File: src/sv/n2kfe_pkg.sv
// ----------------------------------------------------------------------------
// n2kfe_pkg: shared types and constants of the frame encoder
// Field widths, register codes, reset values and the queue record format.
// ----------------------------------------------------------------------------
package n2kfe_pkg;

  // field widths
  localparam int BYTE_W    = 8;
  localparam int PRIO_W    = 3;
  localparam int PGN_W     = 18;
  localparam int TS_W      = 32;
  localparam int LEN_W     = 8;
  localparam int CFG_IDX_W = 3;

  // framing constants
  localparam int MAX_DATA_LEN = 223;
  localparam int HDR_LEN_BIAS = 11;
  localparam int QUEUE_DEPTH  = 4;

  // header sequencer: DLE, STX, then body bytes up to the data length
  localparam int IDX_W = 4;
  localparam logic [IDX_W-1:0] HDR_BODY_IDX = 4'd2;
  localparam logic [IDX_W-1:0] HDR_LAST_IDX = 4'd14;

  // configuration register reset values
  localparam logic [BYTE_W-1:0] RST_COMMAND = 8'd147;
  localparam logic [BYTE_W-1:0] RST_DLE     = 8'd16;
  localparam logic [BYTE_W-1:0] RST_ESC     = 8'd27;
  localparam logic [BYTE_W-1:0] RST_STX     = 8'd2;
  localparam logic [BYTE_W-1:0] RST_ETX     = 8'd3;

  typedef enum logic [CFG_IDX_W-1:0] {
    REG_COMMAND = 3'd0,
    REG_DLE     = 3'd1,
    REG_ESC     = 3'd2,
    REG_STX     = 3'd3,
    REG_ETX     = 3'd4
  } reg_idx_t;

  typedef struct packed {
    logic [BYTE_W-1:0] command;
    logic [BYTE_W-1:0] dle;
    logic [BYTE_W-1:0] esc;
    logic [BYTE_W-1:0] stx;
    logic [BYTE_W-1:0] etx;
  } cfg_t;

  // item classes handed from front to back
  typedef enum logic [1:0] {
    KIND_HDR  = 2'd0,
    KIND_DATA = 2'd1,
    KIND_ERR  = 2'd2
  } kind_t;

  typedef struct packed {
    kind_t             kind;
    logic              close;     // frame closes after this item
    logic [PRIO_W-1:0] prio;
    logic [PGN_W-1:0]  pgn;
    logic [BYTE_W-1:0] destination;
    logic [BYTE_W-1:0] source;
    logic [TS_W-1:0]   timestamp;
    logic [LEN_W-1:0]  len;       // saturated data length
    logic [BYTE_W-1:0] data;
  } rec_t;

endpackage

File: src/sv/n2kfe_if.sv
// ----------------------------------------------------------------------------
// n2kfe_if: input and output channel interfaces
// Valid/ready channels carrying one item or one stream byte per beat.
// ----------------------------------------------------------------------------
interface n2kfe_in_if
  import n2kfe_pkg::*;
  ();
  logic              valid;
  logic              ready;
  logic              action;
  logic [PRIO_W-1:0] priority_req;
  logic [PGN_W-1:0]  pgn;
  logic [BYTE_W-1:0] destination;
  logic [BYTE_W-1:0] source;
  logic [TS_W-1:0]   timestamp;
  logic [LEN_W-1:0]  data_len;
  logic [BYTE_W-1:0] data_byte;

  modport source_mp (
    output valid, action, priority_req, pgn, destination, source, timestamp,
           data_len, data_byte,
    input  ready
  );
  modport sink (
    input  valid, action, priority_req, pgn, destination, source, timestamp,
           data_len, data_byte,
    output ready
  );
endinterface

interface n2kfe_out_if
  import n2kfe_pkg::*;
  ();
  logic              valid;
  logic              ready;
  logic [BYTE_W-1:0] out_byte;
  logic              last;
  logic              frame_end;
  logic              error;

  modport source_mp (
    output valid, out_byte, last, frame_end, error,
    input  ready
  );
  modport sink (
    input  valid, out_byte, last, frame_end, error,
    output ready
  );
endinterface

File: src/sv/n2kfe_front.sv
// ----------------------------------------------------------------------------
// n2kfe_front: item intake and classification
// Tracks the open message and remaining data count, tags each beat as
// header, data or error and marks the item that closes the frame.
// ----------------------------------------------------------------------------
module n2kfe_front
  import n2kfe_pkg::*;
(
  input  logic         clk,
  input  logic         rst,
  n2kfe_in_if.sink     in_ch,
  output logic         push_valid,
  input  logic         push_ready,
  output rec_t         push_rec
);

  logic             message_open;
  logic [LEN_W-1:0] bytes_remaining;
  logic [LEN_W-1:0] sat_len;
  logic             fire;

  assign in_ch.ready = push_ready;
  assign push_valid  = in_ch.valid;
  assign fire        = in_ch.valid && push_ready;

  // clamp the announced length
  assign sat_len = (in_ch.data_len > LEN_W'(MAX_DATA_LEN)) ? LEN_W'(MAX_DATA_LEN)
                                                           : in_ch.data_len;

  // classify the beat
  always_comb begin
    push_rec.prio        = in_ch.priority_req;
    push_rec.pgn         = in_ch.pgn;
    push_rec.destination = in_ch.destination;
    push_rec.source      = in_ch.source;
    push_rec.timestamp   = in_ch.timestamp;
    push_rec.len         = sat_len;
    push_rec.data        = in_ch.data_byte;
    if (!in_ch.action) begin
      push_rec.kind  = KIND_HDR;
      push_rec.close = (sat_len == '0);
    end else if (!message_open) begin
      push_rec.kind  = KIND_ERR;
      push_rec.close = 1'b0;
    end else begin
      push_rec.kind  = KIND_DATA;
      push_rec.close = (bytes_remaining == LEN_W'(1));
    end
  end

  // message tracking
  always_ff @(posedge clk) begin
    if (rst) begin
      message_open    <= 1'b0;
      bytes_remaining <= '0;
    end else if (fire) begin
      if (!in_ch.action) begin
        message_open    <= (sat_len != '0);
        bytes_remaining <= sat_len;
      end else if (message_open) begin
        message_open    <= (bytes_remaining != LEN_W'(1));
        bytes_remaining <= bytes_remaining - LEN_W'(1);
      end
    end
  end

`ifndef SYNTHESIS
  // an open message always has data left to come
  a_open_count: assert property (@(posedge clk) disable iff (rst)
    message_open == (bytes_remaining != '0))
    else $error("open flag and remaining count disagree");
`endif

endmodule

File: src/sv/n2kfe_queue.sv
// ----------------------------------------------------------------------------
// n2kfe_queue: record queue between front and back
// Small register FIFO so intake and byte emission stall independently.
// ----------------------------------------------------------------------------
module n2kfe_queue
  import n2kfe_pkg::*;
#(
  parameter int DEPTH = QUEUE_DEPTH
) (
  input  logic clk,
  input  logic rst,
  input  logic push_valid,
  output logic push_ready,
  input  rec_t push_rec,
  output logic pop_valid,
  input  logic pop_ready,
  output rec_t pop_rec
);

  localparam int PTR_W = (DEPTH > 1) ? $clog2(DEPTH) : 1;
  localparam int CNT_W = $clog2(DEPTH + 1);

  rec_t             entries [DEPTH];
  logic [PTR_W-1:0] wr_ptr;
  logic [PTR_W-1:0] rd_ptr;
  logic [CNT_W-1:0] count;
  logic             push;
  logic             pop;

  assign push_ready = (count != CNT_W'(DEPTH));
  assign pop_valid  = (count != '0);
  assign pop_rec    = entries[rd_ptr];
  assign push       = push_valid && push_ready;
  assign pop        = pop_valid && pop_ready;

  // storage
  always_ff @(posedge clk) begin
    if (push) begin
      entries[wr_ptr] <= push_rec;
    end
  end

  // pointers and fill level
  always_ff @(posedge clk) begin
    if (rst) begin
      wr_ptr <= '0;
      rd_ptr <= '0;
      count  <= '0;
    end else begin
      if (push) begin
        wr_ptr <= (wr_ptr == PTR_W'(DEPTH - 1)) ? '0 : wr_ptr + PTR_W'(1);
      end
      if (pop) begin
        rd_ptr <= (rd_ptr == PTR_W'(DEPTH - 1)) ? '0 : rd_ptr + PTR_W'(1);
      end
      if (push && !pop) begin
        count <= count + CNT_W'(1);
      end else if (pop && !push) begin
        count <= count - CNT_W'(1);
      end
    end
  end

`ifndef SYNTHESIS
  a_no_overfill: assert property (@(posedge clk) disable iff (rst)
    count <= CNT_W'(DEPTH))
    else $error("queue count beyond depth");
`endif

endmodule

File: src/sv/n2kfe_back.sv
// ----------------------------------------------------------------------------
// n2kfe_back: frame byte sequencer
// Expands queued records into the escaped byte stream, keeps the running
// sum, appends checksum and DLE/ETX, and drives the output register.
// ----------------------------------------------------------------------------
module n2kfe_back
  import n2kfe_pkg::*;
(
  input  logic           clk,
  input  logic           rst,
  input  cfg_t           cfg,
  input  logic           pop_valid,
  output logic           pop_ready,
  input  rec_t           pop_rec,
  n2kfe_out_if.source_mp out_ch
);

  typedef enum logic [2:0] {
    PH_HDR, PH_DATA, PH_CSUM, PH_DLE, PH_ETX, PH_ERR
  } phase_t;

  logic              busy;
  rec_t              rec;
  phase_t            phase;
  logic [IDX_W-1:0]  idx;
  logic              dup;
  logic [BYTE_W-1:0] running_sum;

  logic              out_valid;
  logic [BYTE_W-1:0] out_byte;
  logic              out_last;
  logic              out_frame_end;
  logic              out_error;

  logic              load_out;
  logic              emit;
  logic              pop;
  logic [BYTE_W-1:0] cur_byte;
  logic [BYTE_W-1:0] hdr_byte;
  logic              is_body;
  logic              is_summed;
  logic              step_end;    // phase done after this byte
  logic              rec_end;     // record done after this byte
  logic              dup_need;
  logic              rec_done;
  logic              cur_frame_end;
  logic              cur_error;
  phase_t            phase_next;
  phase_t            start_phase;

  assign out_ch.valid     = out_valid;
  assign out_ch.out_byte  = out_byte;
  assign out_ch.last      = out_last;
  assign out_ch.frame_end = out_frame_end;
  assign out_ch.error     = out_error;

  assign load_out  = !out_valid || out_ch.ready;
  assign emit      = busy && load_out;

  // header byte order
  always_comb begin
    unique case (idx)
      4'd0:    hdr_byte = cfg.dle;
      4'd1:    hdr_byte = cfg.stx;
      4'd2:    hdr_byte = cfg.command;
      4'd3:    hdr_byte = rec.len + LEN_W'(HDR_LEN_BIAS);
      4'd4:    hdr_byte = BYTE_W'(rec.prio);
      4'd5:    hdr_byte = rec.pgn[7:0];
      4'd6:    hdr_byte = rec.pgn[15:8];
      4'd7:    hdr_byte = BYTE_W'(rec.pgn[PGN_W-1:16]);
      4'd8:    hdr_byte = rec.destination;
      4'd9:    hdr_byte = rec.source;
      4'd10:   hdr_byte = rec.timestamp[7:0];
      4'd11:   hdr_byte = rec.timestamp[15:8];
      4'd12:   hdr_byte = rec.timestamp[23:16];
      4'd13:   hdr_byte = rec.timestamp[31:24];
      4'd14:   hdr_byte = rec.len;
      default: hdr_byte = '0;
    endcase
  end

  // current byte and where the sequence goes next
  always_comb begin
    cur_byte      = '0;
    is_body       = 1'b0;
    is_summed     = 1'b0;
    step_end      = 1'b1;
    rec_end       = 1'b0;
    cur_frame_end = 1'b0;
    cur_error     = 1'b0;
    phase_next    = phase;
    unique case (phase)
      PH_HDR: begin
        cur_byte   = hdr_byte;
        is_body    = (idx >= HDR_BODY_IDX);
        is_summed  = is_body;
        step_end   = (idx == HDR_LAST_IDX);
        rec_end    = step_end && !rec.close;
        phase_next = PH_CSUM;
      end
      PH_DATA: begin
        cur_byte   = rec.data;
        is_body    = 1'b1;
        is_summed  = 1'b1;
        rec_end    = !rec.close;
        phase_next = PH_CSUM;
      end
      PH_CSUM: begin
        cur_byte   = ~running_sum + BYTE_W'(1);
        is_body    = 1'b1;
        phase_next = PH_DLE;
      end
      PH_DLE: begin
        cur_byte   = cfg.dle;
        phase_next = PH_ETX;
      end
      PH_ETX: begin
        cur_byte      = cfg.etx;
        rec_end       = 1'b1;
        cur_frame_end = 1'b1;
      end
      PH_ERR: begin
        rec_end   = 1'b1;
        cur_error = 1'b1;
      end
      default: begin
        rec_end = 1'b1;
      end
    endcase
  end

  // a special body byte goes out twice; the first copy holds the step
  assign dup_need = is_body && !dup && (cur_byte == cfg.dle || cur_byte == cfg.esc);
  assign rec_done = rec_end && !dup_need;
  assign pop_ready = !busy || (emit && rec_done);
  assign pop       = pop_valid && pop_ready;

  always_comb begin
    unique case (pop_rec.kind)
      KIND_HDR:  start_phase = PH_HDR;
      KIND_DATA: start_phase = PH_DATA;
      default:   start_phase = PH_ERR;
    endcase
  end

  // sequencer state and output register
  always_ff @(posedge clk) begin
    if (rst) begin
      busy        <= 1'b0;
      phase       <= PH_ERR;
      idx         <= '0;
      dup         <= 1'b0;
      running_sum <= '0;
      out_valid   <= 1'b0;
    end else begin
      if (load_out) begin
        out_valid <= emit;
      end
      if (emit) begin
        if (dup_need) begin
          dup <= 1'b1;
        end else begin
          dup <= 1'b0;
          if (phase == PH_HDR && idx == '0) begin
            running_sum <= '0;
          end else if (is_summed) begin
            running_sum <= running_sum + cur_byte;
          end
          if (phase == PH_HDR && !step_end) begin
            idx <= idx + IDX_W'(1);
          end else if (!rec_end) begin
            phase <= phase_next;
          end
        end
      end
      if (pop) begin
        busy  <= 1'b1;
        phase <= start_phase;
        idx   <= '0;
        dup   <= 1'b0;
      end else if (emit && rec_done) begin
        busy <= 1'b0;
      end
    end
  end

  // output payload
  always_ff @(posedge clk) begin
    if (emit) begin
      out_byte      <= cur_byte;
      out_last      <= rec_done;
      out_frame_end <= cur_frame_end && !dup_need;
      out_error     <= cur_error;
    end
  end

  always_ff @(posedge clk) begin
    if (pop) begin
      rec <= pop_rec;
    end
  end

`ifndef SYNTHESIS
  a_etx_is_last: assert property (@(posedge clk) disable iff (rst)
    out_valid && out_frame_end |-> out_last)
    else $error("frame end byte not marked last");

  a_error_beat: assert property (@(posedge clk) disable iff (rst)
    out_valid && out_error |-> out_last && out_byte == '0 && !out_frame_end)
    else $error("error beat malformed");

  a_dup_body_only: assert property (@(posedge clk) disable iff (rst)
    dup |-> busy && (phase == PH_HDR || phase == PH_DATA || phase == PH_CSUM))
    else $error("escape copy outside a body byte");
`endif

endmodule

File: src/sv/n2k_frame_encoder.sv
// ----------------------------------------------------------------------------
// n2k_frame_encoder: framed byte stream encoder for received CAN messages
// Front classifies items, a record queue decouples it from the byte
// sequencer, which emits the DLE/STX framed, escaped and summed stream.
// ----------------------------------------------------------------------------
// Path: beat, record queue, sequencer state, then the output register.
// Throughput: one output byte per cycle unless the output stalls, set by
//   the single sequencer lane; a header emits 15 bytes plus one per escaped
//   byte, a data item 1 or 2; closing adds 3 to 4 for checksum, DLE, ETX.
// Reset: registers return to default codes, no message open, queue empty.
module n2k_frame_encoder
  import n2kfe_pkg::*;
#(
  parameter int QDEPTH = QUEUE_DEPTH
) (
  input  logic                 clk,
  input  logic                 rst,
  input  logic                 cfg_write,
  input  logic [CFG_IDX_W-1:0] cfg_index,
  input  logic [BYTE_W-1:0]    cfg_data,
  n2kfe_in_if.sink             in_ch,
  n2kfe_out_if.source_mp       out_ch
);

  cfg_t cfg;
  logic push_valid;
  logic push_ready;
  rec_t push_rec;
  logic pop_valid;
  logic pop_ready;
  rec_t pop_rec;

  // configuration registers
  always_ff @(posedge clk) begin
    if (rst) begin
      cfg.command <= RST_COMMAND;
      cfg.dle     <= RST_DLE;
      cfg.esc     <= RST_ESC;
      cfg.stx     <= RST_STX;
      cfg.etx     <= RST_ETX;
    end else if (cfg_write) begin
      unique case (reg_idx_t'(cfg_index))
        REG_COMMAND: cfg.command <= cfg_data;
        REG_DLE:     cfg.dle     <= cfg_data;
        REG_ESC:     cfg.esc     <= cfg_data;
        REG_STX:     cfg.stx     <= cfg_data;
        REG_ETX:     cfg.etx     <= cfg_data;
        default:     ;
      endcase
    end
  end

  n2kfe_front u_front (
    .clk        (clk),
    .rst        (rst),
    .in_ch      (in_ch),
    .push_valid (push_valid),
    .push_ready (push_ready),
    .push_rec   (push_rec)
  );

  n2kfe_queue #(
    .DEPTH (QDEPTH)
  ) u_queue (
    .clk        (clk),
    .rst        (rst),
    .push_valid (push_valid),
    .push_ready (push_ready),
    .push_rec   (push_rec),
    .pop_valid  (pop_valid),
    .pop_ready  (pop_ready),
    .pop_rec    (pop_rec)
  );

  n2kfe_back u_back (
    .clk       (clk),
    .rst       (rst),
    .cfg       (cfg),
    .pop_valid (pop_valid),
    .pop_ready (pop_ready),
    .pop_rec   (pop_rec),
    .out_ch    (out_ch)
  );

endmodule

File: src/flat_wrapper.sv
// flat-port wrapper written by rule: the top's interface ports become plain ports
module n2k_frame_encoder_flat import n2kfe_pkg::*;
#(
  parameter int QDEPTH = QUEUE_DEPTH
)
  (clk, rst, cfg_write, cfg_index, cfg_data, in_ch_valid, in_ch_action, in_ch_priority_req, in_ch_pgn, in_ch_destination, in_ch_source, in_ch_timestamp, in_ch_data_len, in_ch_data_byte, in_ch_ready, out_ch_valid, out_ch_out_byte, out_ch_last, out_ch_frame_end, out_ch_error, out_ch_ready);
  n2kfe_in_if in_ch_i ();
  n2kfe_out_if out_ch_i ();
  input  logic clk;
  input  logic rst;
  input  logic cfg_write;
  input  logic [CFG_IDX_W-1:0] cfg_index;
  input  logic [BYTE_W-1:0] cfg_data;
  input wire logic [$bits(in_ch_i.valid)-1:0] in_ch_valid;
  input wire logic [$bits(in_ch_i.action)-1:0] in_ch_action;
  input wire logic [$bits(in_ch_i.priority_req)-1:0] in_ch_priority_req;
  input wire logic [$bits(in_ch_i.pgn)-1:0] in_ch_pgn;
  input wire logic [$bits(in_ch_i.destination)-1:0] in_ch_destination;
  input wire logic [$bits(in_ch_i.source)-1:0] in_ch_source;
  input wire logic [$bits(in_ch_i.timestamp)-1:0] in_ch_timestamp;
  input wire logic [$bits(in_ch_i.data_len)-1:0] in_ch_data_len;
  input wire logic [$bits(in_ch_i.data_byte)-1:0] in_ch_data_byte;
  output wire logic [$bits(in_ch_i.ready)-1:0] in_ch_ready;
  output wire logic [$bits(out_ch_i.valid)-1:0] out_ch_valid;
  output wire logic [$bits(out_ch_i.out_byte)-1:0] out_ch_out_byte;
  output wire logic [$bits(out_ch_i.last)-1:0] out_ch_last;
  output wire logic [$bits(out_ch_i.frame_end)-1:0] out_ch_frame_end;
  output wire logic [$bits(out_ch_i.error)-1:0] out_ch_error;
  input wire logic [$bits(out_ch_i.ready)-1:0] out_ch_ready;
  assign in_ch_i.valid = in_ch_valid;
  assign in_ch_i.action = in_ch_action;
  assign in_ch_i.priority_req = in_ch_priority_req;
  assign in_ch_i.pgn = in_ch_pgn;
  assign in_ch_i.destination = in_ch_destination;
  assign in_ch_i.source = in_ch_source;
  assign in_ch_i.timestamp = in_ch_timestamp;
  assign in_ch_i.data_len = in_ch_data_len;
  assign in_ch_i.data_byte = in_ch_data_byte;
  assign in_ch_ready = in_ch_i.ready;
  assign out_ch_valid = out_ch_i.valid;
  assign out_ch_out_byte = out_ch_i.out_byte;
  assign out_ch_last = out_ch_i.last;
  assign out_ch_frame_end = out_ch_i.frame_end;
  assign out_ch_error = out_ch_i.error;
  assign out_ch_i.ready = out_ch_ready;
  n2k_frame_encoder #(.QDEPTH(QDEPTH)) u_core (.clk(clk), .rst(rst), .cfg_write(cfg_write), .cfg_index(cfg_index), .cfg_data(cfg_data), .in_ch(in_ch_i), .out_ch(out_ch_i));
endmodule
File: config.mk
export PLATFORM = sky130hd
export DESIGN_NAME = n2k_frame_encoder_flat
export DESIGN_NICKNAME = d
export VERILOG_FILES = /design/src/sv/n2kfe_pkg.sv /design/src/sv/n2kfe_if.sv /design/src/sv/n2kfe_front.sv /design/src/sv/n2kfe_queue.sv /design/src/sv/n2kfe_back.sv /design/src/sv/n2k_frame_encoder.sv /design/src/flat_wrapper.sv
export SDC_FILE = /design/constraint.sdc
export NUM_CORES = 1
export LEC_CHECK = 0
export BUFFER_PORTS_ARGS = -buffer_cell sky130_fd_sc_hd__buf_2
export CAP_MARGIN = 20
export CORE_MARGIN = 4
export CORE_UTILIZATION = 50
export CTS_CLUSTER_DIAMETER = 100
export CTS_CLUSTER_SIZE = 16
export DETAILED_ROUTE_END_ITERATION = 10
export PLACE_DENSITY = 0.67
export SETUP_SLACK_MARGIN = 0.5
export SLEW_MARGIN = 20
export SYNTH_ARGS = -nofsm -noshare
export SYNTH_HDL_FRONTEND = slang
export SYNTH_SLANG_ARGS = --single-unit
File: constraint.sdc
create_clock -name clk -period 22.2 [get_ports clk]
set_clock_uncertainty 0.15 [all_clocks]
set_input_delay 2.22 -clock clk [delete_from_list [all_inputs] [get_ports clk]]
set_output_delay 2.22 -clock clk [all_outputs]
set_load 0.005 [all_outputs]
; ---- After elaboration in Yosys (flattened, before gate mapping)
; Memories as Yosys holds them, arrays and structs flattened. A register that Yosys moved wholly into a read port is not among the register bits.
; Cells that the tools add are included.
[totals]
mem_bits_ro = 0
in_bits = 102
regBits = 171
out_inout_bits = 13
n_memories = 1
ramBits = 352
latch_bits = 0
[op_classes]
n_mux = 35
reduce_logical = 49
n_div = 0
bitwise = 2
shift = 0
add_sub_neg = 9
eq_ne = 35
order_cmp = 2
mul = 0
[mem_list]
columns = name, words, word_bits, read_ports, rd_ports_with_merged_regs, write_ports, line
row1 = u_core.u_queue.entries, 4, 88, 1, 1, 1, n2kfe_queue.sv:23  ; rec_t entries [DEPTH];
[ops]
columns = cell, count
row1 = $pmux 8 s15, 1
row2 = $mux 8, 5
row3 = $pmux 8 s5, 1
row4 = $eq 4x4->1 const B, 7
row5 = $mux 3, 9
row6 = $eq 4x3->1 const B, 4
row7 = $eq 8x8->1, 2
row8 = $logic_and 1x1->1, 13
row9 = $eq 3x2->1 const B, 4
row10 = $reduce_and 2->1, 6
row11 = $mux 1, 10
row12 = $eq 3x3->1 const B, 3
row13 = $pmux 3 s3, 1
row14 = $add 8x1->8 const B, 1
row15 = $add 8x4->8 const B, 1
row16 = $add 8x8->8, 1
row17 = $eq 4x2->1 const B, 2
row18 = $eq 8x1->1 const B, 1
row19 = $gt 8x8->1 const B, 1
row20 = $logic_not 1->1, 8
row21 = $logic_not 8->1, 1
row22 = $mux 2, 4
row23 = $ne 2x1->1 const B, 4
row24 = $ne 8x1->1 const B, 1
row25 = other kinds (27), 41

; ---- Logic depth before layout (Yosys ltp)
[depth]
ltp_word = 14
mapped_depth = 21
ltp_nobuf = 18

; ---- Hierarchy
; Synthesis repeated with hierarchy kept, for this count alone.
[hier_totals]
hier_cells = 1350
area_unflattened_um2 = 22034.9
[by_module_without_submodules]
columns = mod, area_each_um2, n_inst, cells_per_inst, seq_area_each_um2
row1 = n2kfe_queue, 13153.9, 1, 508, 10750.3
row2 = n2kfe_back, 6007.0, 1, 523, 3273.1
row3 = n2k_frame_encoder, 1616.6, 1, 150, 800.8
row4 = n2kfe_front, 1257.5, 1, 169, 180.2

; ---- Worst setup path after synthesis
; No wires, ideal clock.
[synth_timing]
kind = in2reg
start = input out_ch_ready
end = register u_core.u_queue.count[2]
arrival_ps = 8454
setup_ps = 70
setup_slack_ps = 13526
cell_stages = 13
path_cell_list = nand2b_1 -> and2_1 -> clkbuf_1 -> o21ai_0 -> o31a_1 -> nor2_1 -> inv_1 -> ha_1 -> inv_1 -> fa_1 -> xor2_1 -> or3_1 -> a21oi_1
[synth_between]
elab_chain_cells = 8
[synth_rtl]
columns = item, line
row1 = "start, declared", flat_wrapper.sv:29  ; input wire logic [$bits(out_ch_i.ready)-1:0] out_ch_ready;
row2 = $logic_or 1x1->1 (*), n2kfe_back.sv:57  ; assign load_out = !out_valid || out_ch.ready;
row3 = $logic_and 1x1->1 (*), n2kfe_back.sv:58  ; assign emit = busy && load_out;
row4 = via u_core.u_back.emit, n2kfe_back.sv:36  ; logic emit;
row5 = $logic_and 1x1->1 (*), n2kfe_back.sv:135  ; assign pop_ready = !busy || (emit && rec_done);
row6 = $logic_or 1x1->1 (*), n2kfe_back.sv:135
row7 = $logic_and 1x1->1 (*), -
row8 = via u_core.u_back.pop, n2kfe_back.sv:37  ; logic pop;
row9 = $logic_not 1->1, n2kfe_queue.sv:56  ; if (push && !pop) begin
row10 = $logic_and 1x1->1, n2kfe_queue.sv:56
row11 = $mux 3 / $reduce_bool 2->1 (equally long branches), -
row12 = "end signal, assigned", n2kfe_queue.sv:57  ; count <= count + CNT_W'(1);
row13 = "end signal, assigned", n2kfe_queue.sv:59  ; count <= count - CNT_W'(1);
row14 = "end, declared", n2kfe_queue.sv:26  ; logic [CNT_W-1:0] count;
; Mark *: on every way through the listed nets, which the timed path passes. The rest lies on a longest branch.
; A chain may end at the register's enable or synchronous reset.

; ---- Worst setup path in the final report
[layout_timing]
start = register u_core.u_back.idx[1]
end = register u_core.u_queue.count[2]
[layout_between]
elab_chain_cells = 14
[layout_rtl]
columns = item, line
row1 = "start, declared", n2kfe_back.sv:25  ; logic [IDX_W-1:0] idx;
row2 = "start signal, assigned", n2kfe_back.sv:170  ; idx <= idx + IDX_W'(1);
row3 = $eq 4x4->1 (tied with other cells), "n2kfe_back.sv:62, n2kfe_back.sv:97"
row4 = $pmux 8 s15, n2kfe_back.sv:62  ; unique case (idx)
row5 = $pmux 8 s5, n2kfe_back.sv:92  ; unique case (phase)
row6 = $eq 8x8->1, n2kfe_back.sv:133  ; assign dup_need = is_body && !dup && (cur_byte == cfg.dle || cur_byte == cfg.esc);
row7 = $logic_or 1x1->1, n2kfe_back.sv:133
row8 = $logic_and 1x1->1, n2kfe_back.sv:133
row9 = $logic_not 1->1, n2kfe_back.sv:134  ; assign rec_done = rec_end && !dup_need;
row10 = $logic_and 1x1->1 (*), n2kfe_back.sv:134
row11 = $logic_and 1x1->1 (*), n2kfe_back.sv:135
row12 = $logic_or 1x1->1 (*), n2kfe_back.sv:135
row13 = $logic_and 1x1->1 (*), -
row14 = via u_core.u_back.pop, n2kfe_back.sv:37
row15 = $logic_not 1->1, n2kfe_queue.sv:56
row16 = $logic_and 1x1->1, n2kfe_queue.sv:56
row17 = $mux 3 / $reduce_bool 2->1 (equally long branches), -
; Marked as above.

==> impl_metrics.py <==
metrics = {
    "clock_network": {
        "cts-resized-gates": 0,
        "numCtsBuffers": 38,
        "htreeDepth": 2,
        "clock-sinks": 525,
        "clk_root_buffer_cell": "clkbuf_16",
        "cts_tree": "yes",
        "cts_setup_buffers": 0,
        "path_clk_slew_ps": 90,
        "cts.path.max_buffers": 3,
        "clk_latency_ps": 570,
        "hold_buffers": 0,
    },
    "setup_path": {
        "end_kind": "flop",
        "arrival_ps": 5830,
        "r2r_cells": 18,
        "crit_family": "compound AO/OA/AOI/OAI gates",
        "crit_top_cell": "inv_1",
        "critical_path.max_stage_delay_ps": 870,
        "cp_num_buf_inv": 3,
        "critPathLaunchType": "flop",
        "cp_slowest_cell": "ha_1",
        "critical_path_class": "flop to flop",
        "crit_cells": 18,
        "worstPathCellList": "inv_1 -> ha_1 -> a222oi_1 -> a211oi_1 -> a21oi_1 -> a41oi_1 -> nand3b_1 -> nand3_1 -> nor4b_2 -> o31a_1 -> nor2_4 -> inv_1 -> ha_1 -> inv_1 -> fa_1 -> xor2_1 -> or3_1 -> a21oi_1",
        "cp_max_fo": 28,
        "required_ps": 22540,
    },
    "global_routing": {
        "antenna_found_initial": 11,
        "grt_max_degree": 70,
        "grt_usage_pct": 20.6,
        "grt_overflow_total": 0,
        "grt_pass1_wl_um": 69800,
        "grt_pass1_vias": 11300,
    },
    "yosys": {
        "synth_flop_cell": "edfxtp_1",
        "async_flop_share_pct": 0,
        "ys_seq_area_share_pct": 71.4,
        "synth_edf_count": 449,
        "synthDistinctLibCells": 80,
        "synth-seq-cells": 525,
        "netlist_area_mm2": 0.0210,
        "syn_area_per_cell_um2": 16.5,
        "synth_warnings": 0,
        "syn_nets": 1394,
        "synthCells": 1269,
    },
    "sta": {
        "grt_setup_unrepaired": "no",
        "maxSlewViolCount": 0,
        "setup_tns_ps": 0,
        "maxSlewHeadroom_pct": 27.9,
        "setup_viol": 0,
        "hold_slack_ps": 312,
        "worst_pin_slew_ps": 1080,
        "worst_slack_ps": 16720,
        "clock.fmax_mhz": 182,
        "period_needed_ps": 5480,
        "finalHoldViolCount": 0,
        "period_share_pct": 24.7,
    },
    "routing": {
        "drt_iter0_drc": 1104,
        "ant_nets": 0,
        "vias": 11500,
        "firstDrtPassIters": 7,
        "via_per_inst": 5.96,
        "wl_per_cell_um": 24.0,
        "drcViolationCount": 0,
        "routed_wl_um": 46200,
    },
    "layout": {
        "num-fill-cells": 3172,
        "layout-drive-gt1-share_pct": 20.3,
        "multi_input_area_mm2": 0.00562,
        "postLayoutCoreUtil_pct": 56.1,
        "stdcell_count": 1923,
        "layout_commonest_cell": "edfxtp_1",
        "register_area_mm2": 0.0150,
        "areaGrowthSynthToFinish_pct": 10.1,
        "mostFrequentLayoutCells": "edfxtp_1 (449), nand2_1 (132), buf_2 (114)",
        "final_net_count": 1495,
        "post-route-cell-area_mm2": 0.0231,
    },
    "power": {
        "leakage_nw": 7.60,
        "power_density_mw_per_mm2": 112,
        "p_int_mw": 1.85,
        "p_total_mw": 2.59,
        "p_seq_share_pct": 54.6,
        "power_switching_uw": 737,
        "clkPwrFrac_pct": 24.8,
        "sw_frac_of_total_pct": 28.5,
        "ir_drop_mv": 0.0661,
        "combPwrFrac_pct": 20.6,
    },
    "placed_design": {
        "place_hpwl_um": 29400,
        "post-place-ws_ps": 16430,
        "dp.cells": 1862,
        "placed_area_mm2": 0.0221,
        "io_buffers": 114,
        "place_congestion": 0.915,
    },
    "die": {
        "core_region_area_mm2": 0.0412,
        "ios": 115,
        "rows": 74,
        "die-area_mm2": 0.0453,
        "die_x_um": 213,
        "start_util_pct": 51.0,
        "die_y_um": 213,
    },
    "job": {
        "drv_cap": 0,
    },
    "outcome": {
        "status": "finished, final reports clean",
    },
    "hold_path": {
        "hp-class": "flop to flop",
        "hold_depth": 2,
    },
}
[worst reg2reg max path: cells and delay by family, from the launching register on]
family / cells / cell delay, ps
AOI/OAI and AO/OA: 6 / 1670
xor gates and xnor gates: 1 / 180
adders and majority gates: 3 / 1500
buffers and inverters: 3 / 300
DFF: 1 / 370
and+or+nand+nor: 5 / 1260
[worst paths after layout]
path                              from                       to  slack [ps]
setup / recovery  u_core.u_back.idx[1]  u_core.u_queue.count[2]       16720
setup reg to reg  u_core.u_back.idx[1]  u_core.u_queue.count[2]       16720
hold / removal          u_core.cfg[13]           u_core.cfg[13]         310
hold reg to reg         u_core.cfg[13]           u_core.cfg[13]         310
[kinds of logic (layout without fill, tap and decap cells)]
family	after synthesis	count (layout)	share of synthesized area, %
simple gates	296	296	7.14
xor+xnor	27	27	1.13
other cells	0	1	0
compound gates	201	201	6.56
mux	107	107	10.4
fa+ha+maj	23	23	1.44
flops	525	525	71.4
buf+inv	90	211	1.92
[flip-flops by register name, indices dropped and copies added (netlist names), 2 cells and up, named ones only]
register / flops
u_core.u_back.idx: 4
u_core.u_queue.rd_ptr: 2
u_core.cfg: 40
u_core.u_queue.wr_ptr: 2
u_core.u_queue.count: 3
u_core.u_queue.entries: 352
u_core.u_back.phase: 3
u_core.u_back.out_ch.out_byte: 8
u_core.u_back.running_sum: 8
u_core.u_back.rec: 86
u_core.u_front.bytes_remaining: 8
[per-layer routing]
| layer | up-vias | track usage (%) | part of all wire [%] |
|---|---|---|---|
| met1 | 5776 | 30.7 | 44 |
| met2 | 376 | 31.3 | 46 |
| li1 | 5206 | - | - |
| met3 | 93 | 4.20 | 7.3 |
| met5 | - | 0 | 0.15 |
| met4 | 16 | 5.78 | 2.6 |
[power groups by stage]
stage | sequential (mW) | combinational (mW) | clock (mW)
floorplan | 1.36 | 0.415 | 0
global placement | 1.43 | 0.531 | 0
detailed placement | 1.43 | 0.539 | 0
CTS | 1.41 | 0.541 | 0.660
global route | 1.43 | 0.580 | 0.701
finish | 1.41 | 0.533 | 0.641
[Yosys cell counts, types with 7 or more instances]
cell	number	area [um^2]
and3_1	10	62.6
edfxtp_1	449	13500
xor2_1	13	114
nor3_1	12	60.1
clkbuf_1	33	124
nand4_1	7	43.8
buf_1	11	41.3
nor2_1	34	128
o21ai_0	18	90.1
ha_1	21	263
a211oi_1	10	75.1
mux2i_1	16	160
nand3b_1	16	120
dfxtp_1	76	1520
nand3_1	25	125
mux4_2	88	1980
inv_1	25	93.8
or3_1	11	68.8
a21oi_1	75	375
nand2_1	132	495
xnor2_1	14	123
nand2b_1	10	62.6
a22oi_1	24	180
buf_2	13	65.1
[cell type report]
type	count	area share [%]
Inverter	25	0.406
Clock inverter	3	0.179
Multi-Input combinational cell	654	24.3
Tap cell	532	2.88
Timing Repair Buffer	126	2.86
Antenna cell	1	0.0108
Clock buffer	57	4.42
Sequential cell	525	64.9
Note: power is estimated with default switching activity, not from simulation.
